`src/sv/brt_pkg.sv`:
```
package brt_pkg;

  // table geometry
  localparam int unsigned Entries = 64;
  localparam int unsigned IdxW    = $clog2(Entries);
  localparam int unsigned CntW    = $clog2(Entries + 1);

  // paths below this health are never chosen
  localparam logic signed [15:0] HealthFloor = -16'sd10000;

  // command codes
  localparam logic CmdUpdate = 1'b0;
  localparam logic CmdLookup = 1'b1;

  // update status codes
  localparam logic [1:0] StatusRefresh = 2'd0;
  localparam logic [1:0] StatusInsert  = 2'd1;
  localparam logic [1:0] StatusDrop    = 2'd2;

  // input word
  typedef struct packed {
    logic               cmd;
    logic [31:0]        gateway_address;
    logic [31:0]        node_address;
    logic [63:0]        advert_stamp;
    logic signed [15:0] health_in;
  } in_word_t;

  // result word
  typedef struct packed {
    logic               found;
    logic [31:0]        best_gateway;
    logic [31:0]        best_node;
    logic [63:0]        best_stamp;
    logic signed [15:0] best_health;
    logic [1:0]         update_status;
  } out_word_t;

  // one stored path
  typedef struct packed {
    logic [31:0]        node;
    logic [31:0]        gateway;
    logic [63:0]        stamp;
    logic signed [15:0] health;
  } entry_t;

  // table ram access for one cycle
  typedef struct packed {
    logic            wr_en;
    logic [IdxW-1:0] wr_addr;
    entry_t          wr_data;
    logic            rd_en;
    logic [IdxW-1:0] rd_addr;
  } ram_req_t;

endpackage

```
`src/sv/brt_ctrl.sv`:
```
module brt_ctrl (
  input  logic               clk_i,
  input  logic               rst_ni,
  input  logic               in_valid_i,
  input  brt_pkg::in_word_t  in_word_i,
  output logic               in_stall_o,
  input  logic               res_ready_i,
  output logic               res_valid_o,
  output brt_pkg::out_word_t res_word_o,
  output brt_pkg::ram_req_t  ram_req_o,
  input  brt_pkg::entry_t    ram_rd_data_i
);

  localparam logic [1:0] StIdle   = 2'd0;
  localparam logic [1:0] StScan   = 2'd1;
  localparam logic [1:0] StFinish = 2'd2;

  logic [1:0]                  state_q, state_d;
  logic [brt_pkg::CntW-1:0]    count_q, count_d;
  logic [brt_pkg::CntW-1:0]    rd_idx_q, rd_idx_d;
  logic                        rd_pend_q, rd_pend_d;
  logic [brt_pkg::IdxW-1:0]    rd_slot_q, rd_slot_d;
  logic                        hit_q, hit_d;
  logic                        chosen_q, chosen_d;
  logic signed [15:0]          best_health_q, best_health_d;
  brt_pkg::entry_t             best_q, best_d;
  brt_pkg::in_word_t           item_q, item_d;
  logic                        node_match;
  logic                        gw_match;
  logic                        table_full;

  assign node_match = rd_pend_q && (ram_rd_data_i.node == item_q.node_address);
  assign gw_match   = ram_rd_data_i.gateway == item_q.gateway_address;
  assign table_full = count_q >= brt_pkg::CntW'(brt_pkg::Entries);
  assign in_stall_o = state_q != StIdle;

  // scan sequencer: read each filled slot in turn, compare on return
  always_comb begin
    state_d       = state_q;
    count_d       = count_q;
    rd_idx_d      = rd_idx_q;
    rd_pend_d     = 1'b0;
    rd_slot_d     = rd_slot_q;
    hit_d         = hit_q;
    chosen_d      = chosen_q;
    best_health_d = best_health_q;
    best_d        = best_q;
    item_d        = item_q;
    ram_req_o     = '0;
    res_valid_o   = 1'b0;
    res_word_o    = '0;
    case (state_q)
      StIdle: begin
        if (in_valid_i) begin
          item_d        = in_word_i;
          rd_idx_d      = '0;
          hit_d         = 1'b0;
          chosen_d      = 1'b0;
          best_health_d = brt_pkg::HealthFloor;
          state_d       = StScan;
        end
      end
      StScan: begin
        // issue the next read
        if (rd_idx_q < count_q) begin
          ram_req_o.rd_en   = 1'b1;
          ram_req_o.rd_addr = rd_idx_q[brt_pkg::IdxW-1:0];
          rd_idx_d          = rd_idx_q + 1'b1;
          rd_pend_d         = 1'b1;
          rd_slot_d         = rd_idx_q[brt_pkg::IdxW-1:0];
        end else if (!rd_pend_q) begin
          state_d = StFinish;
        end
        // compare returned entry, write back a refreshed path
        if (node_match) begin
          if (item_q.cmd == brt_pkg::CmdUpdate) begin
            if (gw_match) begin
              hit_d                    = 1'b1;
              ram_req_o.wr_en          = 1'b1;
              ram_req_o.wr_addr        = rd_slot_q;
              ram_req_o.wr_data        = ram_rd_data_i;
              ram_req_o.wr_data.stamp  = item_q.advert_stamp;
              ram_req_o.wr_data.health = item_q.health_in;
            end
          end else if (ram_rd_data_i.health >= best_health_q) begin
            // later entry wins on a tie
            chosen_d      = 1'b1;
            best_health_d = ram_rd_data_i.health;
            best_d        = ram_rd_data_i;
          end
        end
      end
      StFinish: begin
        res_valid_o = 1'b1;
        if (item_q.cmd == brt_pkg::CmdUpdate) begin
          if (hit_q) begin
            res_word_o.update_status = brt_pkg::StatusRefresh;
          end else if (table_full) begin
            res_word_o.update_status = brt_pkg::StatusDrop;
          end else begin
            res_word_o.update_status = brt_pkg::StatusInsert;
          end
        end else if (chosen_q && (best_q.node != '0)) begin
          res_word_o.found        = 1'b1;
          res_word_o.best_gateway = best_q.gateway;
          res_word_o.best_node    = best_q.node;
          res_word_o.best_stamp   = best_q.stamp;
          res_word_o.best_health  = best_q.health;
        end
        // append the new path once the result is taken
        if (res_ready_i) begin
          state_d = StIdle;
          if (item_q.cmd == brt_pkg::CmdUpdate && !hit_q && !table_full) begin
            ram_req_o.wr_en           = 1'b1;
            ram_req_o.wr_addr         = count_q[brt_pkg::IdxW-1:0];
            ram_req_o.wr_data.node    = item_q.node_address;
            ram_req_o.wr_data.gateway = item_q.gateway_address;
            ram_req_o.wr_data.stamp   = item_q.advert_stamp;
            ram_req_o.wr_data.health  = item_q.health_in;
            count_d                   = count_q + 1'b1;
          end
        end
      end
      default: begin
        state_d = StIdle;
      end
    endcase
  end

  // control state
  always_ff @(posedge clk_i or negedge rst_ni) begin
    if (!rst_ni) begin
      state_q       <= StIdle;
      count_q       <= '0;
      rd_idx_q      <= '0;
      rd_pend_q     <= 1'b0;
      hit_q         <= 1'b0;
      chosen_q      <= 1'b0;
      best_health_q <= brt_pkg::HealthFloor;
    end else begin
      state_q       <= state_d;
      count_q       <= count_d;
      rd_idx_q      <= rd_idx_d;
      rd_pend_q     <= rd_pend_d;
      hit_q         <= hit_d;
      chosen_q      <= chosen_d;
      best_health_q <= best_health_d;
    end
  end

  // payload
  always_ff @(posedge clk_i) begin
    item_q    <= item_d;
    best_q    <= best_d;
    rd_slot_q <= rd_slot_d;
  end

endmodule

```
`config.mk`:
```
export PLATFORM = sky130hd
export DESIGN_NAME = brt_ctrl
export DESIGN_NICKNAME = d
export VERILOG_FILES = /design/src/sv/brt_pkg.sv /design/src/sv/brt_ctrl.sv
export SDC_FILE = /design/constraint.sdc
export NUM_CORES = 1
export LEC_CHECK = 0
export ABC_AREA = 1
export BUFFER_PORTS_ARGS = -buffer_cell sky130_fd_sc_hd__buf_2
export CORE_AREA = 2 2 235 237
export DETAILED_ROUTE_END_ITERATION = 10
export DIE_AREA = 0 0 237 239
export SYNTH_ARGS = -nofsm -noshare
export SYNTH_HDL_FRONTEND = slang
export SYNTH_SLANG_ARGS = --single-unit
```
`constraint.sdc`:
```
create_clock -name clk_i -period 5.6 [get_ports clk_i]
set_clock_uncertainty 0.1 [all_clocks]
set_input_delay 0.56 -clock clk_i [delete_from_list [all_inputs] [get_ports clk_i]]
set_output_delay 0.56 -clock clk_i [all_outputs]
set_load 0.02 [all_outputs]
```
Word level (Yosys, flattened, before mapping)
Cells that the tools add are included.
{ "totals": {"reg_bits": 330, "input_bits": 293, "wordCells": 94, "out_inout_bits": 307} }
{ "classes": {"n_reduce_logical": 18, "n_lt_le_gt_ge": 3, "addsub": 2, "bitwise_logic": 1, "n_eq_ne": 14, "n_mux": 39} }
{ "ops": {"columns": ["op", "count"], "rows": [
  ["$mux 151", 5],
  ["$pmux 151 s2", 1],
  ["$mux 145", 2],
  ["$mux 147", 1],
  ["$eq 32x32->1", 2],
  ["$mux 16", 4],
  ["$pmux 16 s2", 1],
  ["$reduce_bool 32->1", 1],
  ["$mux 7", 4],
  ["$ne 2x2->1 const B", 10],
  ["$ge 16x16->1", 1],
  ["$add 7x1->7 const B", 2],
  ["$mux 2", 7],
  ["$pmux 7 s2", 1],
  ["$mux 1", 10],
  ["$reduce_and 5->1", 2],
  ["$reduce_and 4->1", 2],
  ["$ge 7x7->1 const B", 1],
  ["$lt 7x7->1", 1],
  ["$pmux 2 s3", 1],
  ["$reduce_and 3->1", 2],
  ["$logic_and 1x1->1", 4],
  ["$pmux 1 s2", 2],
  ["$reduce_and 2->1", 2],
  ["6 further kinds", 8]
]} }

Logic depth before layout (Yosys ltp)
Gate-level depths: netlist (run 1).
{ "logic_depth": {"word_depth": 6, "depth_mapped": 17, "depth_no_buf": 16} }

Least setup slack after synthesis (run 1)
Ideal clock, no wire load.
{ "synth_timing": {"path_type": "input to register", "startpoint": "input port ram_rd_data_i[132] (netlist name)", "endpoint": "register best_q[0] (netlist name), enable pin", "path_buffers": 1, "cell_stages": 8, "path_slack_ns": 0.677, "required_ns": 5.003, "arrival_ns": 4.326, "cell_sequence": "xnor2_1 nand3_1 nor3_1 nand3_1 nor2_4 buf_2 nand4_1 inv_1"} }
{ "synth_via": {"elab_chain_cells": 3} }
{ "synth_lines": {"columns": ["item", "line_no", "text"], "rows": [
  ["start: declaration", "brt_ctrl.sv:11", "input brt_pkg::entry_t ram_rd_data_i"],
  ["$eq 32x32->1", "brt_ctrl.sv:32", "assign node_match = rd_pend_q && (ram_rd_data_i.node == item_q.node_address);"],
  ["$logic_and 1x1->1", "brt_ctrl.sv:32", null],
  ["$reduce_and 4->1 (no source line)", null, null],
  ["end signal: assignment", "brt_ctrl.sv:154", "best_q <= best_d;"],
  ["end: declaration", "brt_ctrl.sv:26", "brt_pkg::entry_t best_q, best_d;"]
]} }
No other way between the ends.
A chain may end at the register's enable or synchronous reset.

==> impl_results.rst, run 1 <==
.. list-table::
   :header-rows: 1

   * - Metric
     - Value
   * - Reg clk slew, reported paths
     - approximately 0.060 ns
   * - Total number of yosys warnings
     - 0
   * - Largest fanout on the critical path
     - between 80 and 90
   * - Main area contributors after synthesis
     - sky130_fd_sc_hd__edfxtp_1 56%, sky130_fd_sc_hd__nor3b_1 6.8%, sky130_fd_sc_hd__nand2_1 5.7%
   * - Post-Synthesis Cells
     - between 1,500 and 2,000
   * - Slew Limit Fails
     - 0
   * - Number of nets produced by synthesis
     - approximately 1,800
   * - Number of gates resized after cts
     - 0
   * - Final setup violating endpoints
     - 0
   * - Hold Fails Final Rpt
     - 0
   * - Number of flops mapped to enable cells by yosys
     - about 300
   * - DRC
     - 0
   * - Final net count
     - about 2,400
   * - Dpl hpwl
     - roughly 42 mm
   * - Clock Path Buffers
     - 3
   * - Unique cell type count in the Yosys netlist
     - 39
   * - Largest stage delay on the critical path
     - roughly 0.74 ns
   * - Max stage delay cell, worst path
     - sky130_fd_sc_hd__ha_1
   * - Largest family of logic cells by synthesized area
     - simple AND/OR/NAND/NOR gates
   * - Routed WL per cell
     - around 20 µm
   * - Min-delay worst type
     - input pin to flip-flop
   * - Area share of the largest cell type after synthesis
     - a little under three fifths
   * - Series of cell instances along the critical path
     - inv_1, ha_1, inv_1, nor2_4, nand3_1, nand2_1, nand2_4, nor2_1, buf_2
   * - Type of the worst setup path
     - flip-flop to output port
   * - Clk Tree Root Cell
     - sky130_fd_sc_hd__clkbuf_16
   * - Flip-flop and latch count after synthesis
     - 330
   * - Fmax
     - around 220 MHz
   * - Slew of the pin with the lowest slew margin
     - a little over 0.9 ns
   * - Horizontal extent of the die
     - around 240 µm
   * - Vias
     - 13,470
   * - Total routed wirelength
     - roughly 56 mm
   * - Cell accounting for the most synthesized area
     - sky130_fd_sc_hd__edfxtp_1
   * - CTS HTree Levels
     - 2
   * - Number of antenna violations at the first check in global routing
     - 18
   * - Dominant synthesized flop cell
     - sky130_fd_sc_hd__edfxtp_1
   * - Internal power summed over all cells
     - just over 5000 µW
   * - Wire length of the first global-routing pass
     - 82.33 mm
   * - Post-synthesis share of cell area spent on full adders, half adders and majority gates
     - roughly 2.2%
   * - Number of maximum-capacitance constraint violations
     - 0
   * - Power density normalized to cell area
     - between 300 and 400 nW/µm²
   * - Net switching power
     - between 2000 and 3000 µW
   * - Final critical-path share of the clock period
     - between 70% and 80%
   * - Vias in the first global route
     - roughly 14,000
   * - TritonCTS clock tree
     - built
   * - Data required, critical path
     - 4.94 ns
   * - Grt ovf
     - 0
   * - Die Y-Extent
     - 239 µm
   * - Placement Setup Slack
     - ~1.6 ns
   * - Portion of netlist area occupied by mux cells
     - 0%
   * - Highest ir drop seen on vdd
     - ~230 µV
   * - Total clock sinks
     - 330
   * - Relative slew margins
     - around two fifths
   * - Layout fillers
     - ~5,400
   * - Synth Area in Simple Gates
     - roughly 23%
   * - Cts bufs inserted
     - 41
   * - Synth Area per Inst
     - between 10 and 15 µm²
   * - Core footprint
     - about 54,000 µm²
   * - Post-route ant nets
     - 0
   * - Number of rows created at floorplan
     - 86
   * - Category of the worst setup path launch point
     - flip-flop
   * - Arrival time at the worst endpoint
     - between 3 and 4 ns
   * - XOR/XNOR Fraction of Synth Area
     - approximately 2.2%
   * - First DRT Iteration DRCs
     - ~730
   * - Die Footprint
     - approximately 57,000 µm²
   * - DRT Pass-1 Iters
     - 7
   * - Final period demand of the worst path
     - approximately 4.5 ns
   * - Largest net degree at the start of global routing
     - ~150
   * - Final Wtd Congestion
     - between 0.8 and 0.9
   * - Detailed-route vias per instance
     - 4.714
   * - Outcome
     - finished, final reports clean
   * - Crit path top cell by count
     - sky130_fd_sc_hd__inv_1
   * - Worst reg-to-reg setup slack
     - between 2 and 2.5 ns
   * - Relative contribution of the clock network to total power
     - between 30% and 40%
   * - Share of the synthesized area in compound gates (AO/OA/AOI/OAI)
     - between 3 and 4%
   * - Switching power share of the total
     - 32.79%
   * - Setup Total Neg Slack
     - 0 ns
   * - Worst Slack Setup Final
     - 1.147 ns
   * - Synthesized cell area
     - approximately 16,000 µm²
   * - Logic pwr share
     - between 20 and 25%
   * - RSZ-0062 raised after global routing
     - no
   * - Ports
     - 600
   * - Starting density of the core
     - a little under 30%
   * - Sequential area share after synthesis
     - between 60% and 70%
   * - Layout cells sized above 1
     - 33.82%
   * - Leakage power of the design
     - approximately 0.0096 µW
   * - Critical path endpoint category
     - output port
   * - P&R area growth vs syn
     - 32.28%
   * - Insertion delay of the later-clocked pin in the worst-skew pair
     - around 0.56 ns
   * - Cell with the most instances after synthesis
     - sky130_fd_sc_hd__edfxtp_1
   * - Most frequent cells after synthesis
     - 295 x sky130_fd_sc_hd__edfxtp_1, 241 x sky130_fd_sc_hd__nand2_1, 212 x sky130_fd_sc_hd__inv_1
   * - Fraction of registers with async set/reset
     - 10.61%
   * - Sequential share of power
     - 42.7%
   * - IO buf count
     - approximately 600
   * - Aggregate global-route resource usage
     - 19.23%
## layout by cell type (no fill, tap or decap), types with 4 or more instances in the layout
| master | n |
|---|---|
| sky130_fd_sc_hd__nor3_1 | 10 |
| sky130_fd_sc_hd__a21oi_1 | 88 |
| sky130_fd_sc_hd__clkbuf_1 | 12 |
| sky130_fd_sc_hd__nor2_2 | 11 |
| sky130_fd_sc_hd__inv_1 | 210 |
| sky130_fd_sc_hd__buf_12 | 6 |
| sky130_fd_sc_hd__nor2_4 | 4 |
| sky130_fd_sc_hd__or2_2 | 11 |
| sky130_fd_sc_hd__nand2_1 | 241 |
| sky130_fd_sc_hd__nand2b_1 | 7 |
| sky130_fd_sc_hd__nand4_1 | 78 |
| sky130_fd_sc_hd__diode_2 | 10 |
| sky130_fd_sc_hd__buf_2 | 599 |
| sky130_fd_sc_hd__xor2_1 | 31 |
| sky130_fd_sc_hd__ha_1 | 28 |
| sky130_fd_sc_hd__xnor2_1 | 9 |
| sky130_fd_sc_hd__edfxtp_1 | 295 |
| sky130_fd_sc_hd__dfstp_2 | 8 |
| sky130_fd_sc_hd__nor4_1 | 9 |
| sky130_fd_sc_hd__clkinvlp_4 | 5 |
| sky130_fd_sc_hd__nand3_1 | 40 |
| sky130_fd_sc_hd__o21ai_1 | 4 |
| sky130_fd_sc_hd__clkinv_1 | 5 |
| sky130_fd_sc_hd__dfrtp_1 | 27 |
| sky130_fd_sc_hd__clkbuf_16 | 43 |
| sky130_fd_sc_hd__buf_4 | 18 |
| sky130_fd_sc_hd__o21ai_0 | 10 |
| sky130_fd_sc_hd__nor2_1 | 160 |
| sky130_fd_sc_hd__nor3b_1 | 144 |
## final cells by class
class / instances / area [µm²] / area share (%)
clock inverters: 18 / 178.9 / 0.8516
well taps: 704 / 880.8 / 4.193
inverters: 215 / 817.0 / 3.889
diodes: 10 / 25.02 / 0.1191
flip-flops and latches: 330 / 9744 / 46.38
multi-input cells: 901 / 4965 / 23.63
repair buffers: 624 / 3263 / 15.53
clock buffers: 56 / 1135 / 5.402
## power groups by stage
stage          logic (µW)  clock network [µW]  registers [µW]
6_report             1740                2640            3270
5_1_grt              1950                2800            3300
4_1_cts              1750                2710            3270
3_5_place_dp         1750                   0            3320
3_3_place_gp         1710                   0            3310
2_1_floorplan        1100                   0            3270
## cell families after synthesis
| kind of cell | after synthesis |
|---|---|
| AO/OA/AOI/OAI | 108 |
| XOR/XNOR | 40 |
| adder cells (fa/ha/maj) | 28 |
| buffers and inverters | 297 |
| flip-flops | 330 |
| AND/OR/NAND/NOR | 725 |
## layer usage
metal / global-route usage (%) / share of wire [%]
met1: 21.95 / 39
met2: 34.16 / 50
met3: 5.312 / 8.1
met4: 7.422 / 3.5
met5: 0 / 0.15
## sequential cells by signal, summed over array words and instances, names as in the netlist, 2 cells and up
register	cells
rd_idx_q	7
item_q	145
rd_slot_q	6
best_health_q	16
count_q	7
state_q	2
best_q	144
## critical path, delay by kind of cell (launching register included)
kind                     cells  cell delay [ns]
adder cells (fa/ha/maj)      1             0.74
buffers and inverters        3             0.84
flip-flops                   1             0.38
AND/OR/NAND/NOR              5             1.24
## timing repair
| item | 4_1_cts | 5_1_grt |
|---|---|---|
| hold endpoints to repair | 1 | 0 |
| buffers inserted | 0 | 0 |
| hold buffers | 1 | 0 |
## path summary, 6_finish.rpt
check                             startpoint                 to  cells after the start
max                               state_q[1]      ram_req_o[64]                      9
min                            in_word_i[84]         item_q[84]                      1
max reg2reg                       state_q[1]   best_health_q[4]                      8
min reg2reg                best_health_q[15]  best_health_q[15]                      2
max in group asynchronous             rst_ni         state_q[0]                      2
min in group asynchronous             rst_ni          rd_pend_q                      2
## per-stage QoR
step / cell area (µm²) / std cells / power, µW / util, % / hold WS, ns
6_report: 21010 / 2858 / 7641 / 38.66 / 0.07175
5_1_grt: 21000 / 2854 / 8040 / 38.64 / 0.04150
4_1_cts: 20980 / 2848 / 7731 / 38.62 / 0.02367
3_5_place_dp: 19660 / 2773 / 5066 / 36.18 / 0.3554
3_3_place_gp: 19660 / 2773 / 5016 / 36.18 / 0.3506
2_1_floorplan: 15880 / 1528 / 4368 / - / 0.1644
Power figures use the tool's default switching activity.
==> run 2, diff against run 1 <==
==> constraint.sdc (replaced) <==
create_clock -name clk_i -period 4.08 [get_ports clk_i]
set_clock_uncertainty 0.1 [all_clocks]
set_input_delay 0.408 -clock clk_i [delete_from_list [all_inputs] [get_ports clk_i]]
set_output_delay 0.408 -clock clk_i [all_outputs]
set_load 0.02 [all_outputs]
==> run 2 against run 1 <==
  * Sequential power grew 37%
  * Non-clock buffer count grew 283
  * Routed wire length grew 5.9%
  * Largest power group unchanged
  * Sequential cell count is the same
  * Utilization grew 5.2 points
  * Via count grew 8.9%
  * Power grew 38%
  * Global-route usage grew 1.2 points
  * Clock power grew 30%
==> impl_results.rst, run 2 (synthesized netlist as in run 1, its figures left out) <==
.. list-table::
   :header-rows: 1

   * - Metric
     - Value
   * - Outcome
     - finished, final reports clean
   * - Final Cell Area
     - between 20,000 and 25,000 µm²
   * - Final net count
     - around 2,700
   * - Wire length of the first global-routing pass
     - a little under 90 mm
   * - Min-delay worst type
     - input pin to flip-flop
   * - Insertion delay of the later-clocked pin in the worst-skew pair
     - roughly 0.55 ns
   * - Layout cells sized above 1
     - roughly 30%
   * - DRC
     - 0
   * - Arrival time at the worst endpoint
     - roughly 3.4 ns
   * - Setup repair bufs after CTS
     - 0
   * - Aggregate global-route resource usage
     - between 20% and 30%
   * - Slew of the pin with the lowest slew margin
     - 0.8501 ns
   * - Leakage power of the design
     - ~0.011 µW
   * - RSZ-0062 raised after global routing
     - no
   * - Reg-to-reg critical path startpoint
     - item_q[94]
   * - Number of flip-flops in the largest register
     - approximately 150
   * - Total routed wirelength
     - 59.74 mm
   * - Power density normalized to cell area
     - 443.9 nW/µm²
   * - IO buf count
     - about 600
   * - Instance area after placement
     - 19,730 µm²
   * - Reg clk slew, reported paths
     - approximately 0.050 ns
   * - Type of the worst setup path
     - flip-flop to output port
   * - RR Endpoint
     - best_q[65]
   * - Layout fillers
     - roughly 5,000
   * - Setup Total Neg Slack
     - 0 ns
   * - Final setup violating endpoints
     - 0
   * - Commonest cells after routing, fill and taps aside
     - 599 x sky130_fd_sc_hd__buf_2, 295 x sky130_fd_sc_hd__edfxtp_1, 283 x sky130_fd_sc_hd__dlygate4sd3_1
   * - Total clock sinks
     - 330
   * - Hold Fails Final Rpt
     - 0
   * - Worst setup path startpoint
     - item_q[114]
   * - Dpl hpwl
     - 41.21 mm
   * - Biggest regs
     - item_q x145, best_q x144, best_health_q x16
   * - Slew Limit Fails
     - 0
   * - Worst hold stages
     - 1
   * - Worst reg-to-reg setup slack
     - about 1.0 ns
   * - Grt ovf
     - 0
   * - Register-to-Register Path Depth
     - 11
   * - TritonCTS clock tree
     - built
   * - Vias in the first global route
     - 15,130
   * - Number of rows created at floorplan
     - 86
   * - Core footprint
     - 54,340 µm²
   * - Final period demand of the worst path
     - ~3.9 ns
   * - Most frequent standard cell in the layout excluding fill and tap cells
     - sky130_fd_sc_hd__buf_2
   * - Die Y-Extent
     - around 240 µm
   * - Largest fanout on the critical path
     - 70
   * - Detailed-route vias per instance
     - approximately 4.7
   * - DRT Pass-1 Iters
     - 5
   * - Cts bufs inserted
     - 40
   * - Category of the worst setup path launch point
     - flip-flop
   * - Horizontal extent of the die
     - about 240 µm
   * - Clock Path Buffers
     - 3
   * - Number of antenna violations at the first check in global routing
     - 2
   * - Highest ir drop seen on vdd
     - around 350 µV
   * - Largest net degree at the start of global routing
     - 108
   * - Final Wtd Congestion
     - approximately 0.90
   * - Final critical-path share of the clock period
     - between 90% and 100%
   * - Routed WL per cell
     - between 15 and 20 µm
   * - Data required, critical path
     - approximately 3.6 ns
   * - Die Footprint
     - 56,640 µm²
   * - CTS HTree Levels
     - 2
   * - Number of maximum-capacitance constraint violations
     - 0
   * - Vias
     - about 15,000
   * - Clk Tree Root Cell
     - sky130_fd_sc_hd__clkbuf_16
   * - Critical path endpoint category
     - output port
   * - Register bank with the most flops
     - item_q
   * - First DRT Iteration DRCs
     - about 840
   * - Starting density of the core
     - between 20% and 30%
   * - Fmax
     - about 260 MHz
   * - Post-route ant nets
     - 0
   * - Endpoint of the most critical setup path
     - ram_req_o[140]
   * - Ports
     - 600
   * - Relative slew margins
     - between 40 and 50%
   * - P&R area growth vs syn
     - 50.03%
run 2: metrics by stage:
stage                     utilization, %  total power (µW)  cells  worst slack, ns  hold slack (ns)
final                              43.85             10580   3130           0.1967          0.04628
after global routing               43.85             11120   3130          0.02373          0.01229
after CTS                          43.82             10690   3129          0.01867         0.004999
after detailed placement           36.30              6986   2774           0.1630           0.3542
after global placement             36.30              6925   2774           0.1343           0.3505
after floorplan                        -              5985   1528         -0.01242          0.01241
run 2: critical path: stages, from the launching register on:
cell and delay [ns]:
sky130_fd_sc_hd__edfxtp_1 0.45, sky130_fd_sc_hd__xor2_1 0.21, sky130_fd_sc_hd__nor2_2 0.29, sky130_fd_sc_hd__nand3b_1 0.15, sky130_fd_sc_hd__nor2_1 0.23, sky130_fd_sc_hd__nand2_1 0.16
sky130_fd_sc_hd__nor2_4 0.15, sky130_fd_sc_hd__buf_12 0.39, sky130_fd_sc_hd__nand4_1 0.25, sky130_fd_sc_hd__a21oi_4 0.30, sky130_fd_sc_hd__buf_2 0.22
run 2: worst min-delay path by stage:
stage	startpoint	endpoint	slack, ns
floorplan	rst_ni	best_health_q[0]	0.01
detailed placement	best_health_q[14]	best_health_q[14]	0.35
CTS	ram_rd_data_i[130]	best_q[130]	0.005
global route	ram_rd_data_i[130]	best_q[130]	0.01
finish	ram_rd_data_i[15]	best_q[15]	0.05
global placement	best_health_q[7]	best_health_q[7]	0.35
run 2: routing by layer:
| layer | vias up | wire, µm | GRT usage, % |
|---|---|---|---|
| met5 | - | 0 | 0 |
| met1 | 6942 | 22860 | 23.41 |
| li1 | 6889 | - | - |
| met4 | 0 | 2628 | 9.436 |
| met2 | 702 | 29580 | 36.10 |
| met3 | 135 | 4661 | 4.769 |
run 2: layout make-up:
class                   instances  area [µm²]  area share [%]
flip-flops and latches        330        9744           40.89
repair buffers                907        6150           25.81
multi-input cells             901        4996           20.97
clock buffers                  53        1071           4.495
well taps                     704       880.8           3.697
inverters                     215       819.5           3.439
clock inverters                19       165.2          0.6931
diodes                          1       2.502         0.01050
run 2: power by group:
group / switching (µW) / internal [µW]
Combinational: 1800 / 863
Sequential: 244 / 4230
Clock: 1450 / 1990
run 2: timing repair:
action | CTS | global route
hold buffers | 283 | 0
endpoints found under the hold margin | 309 | 0
setup endpoints to repair | 4 | 36
gates resized for setup | 4 | 5
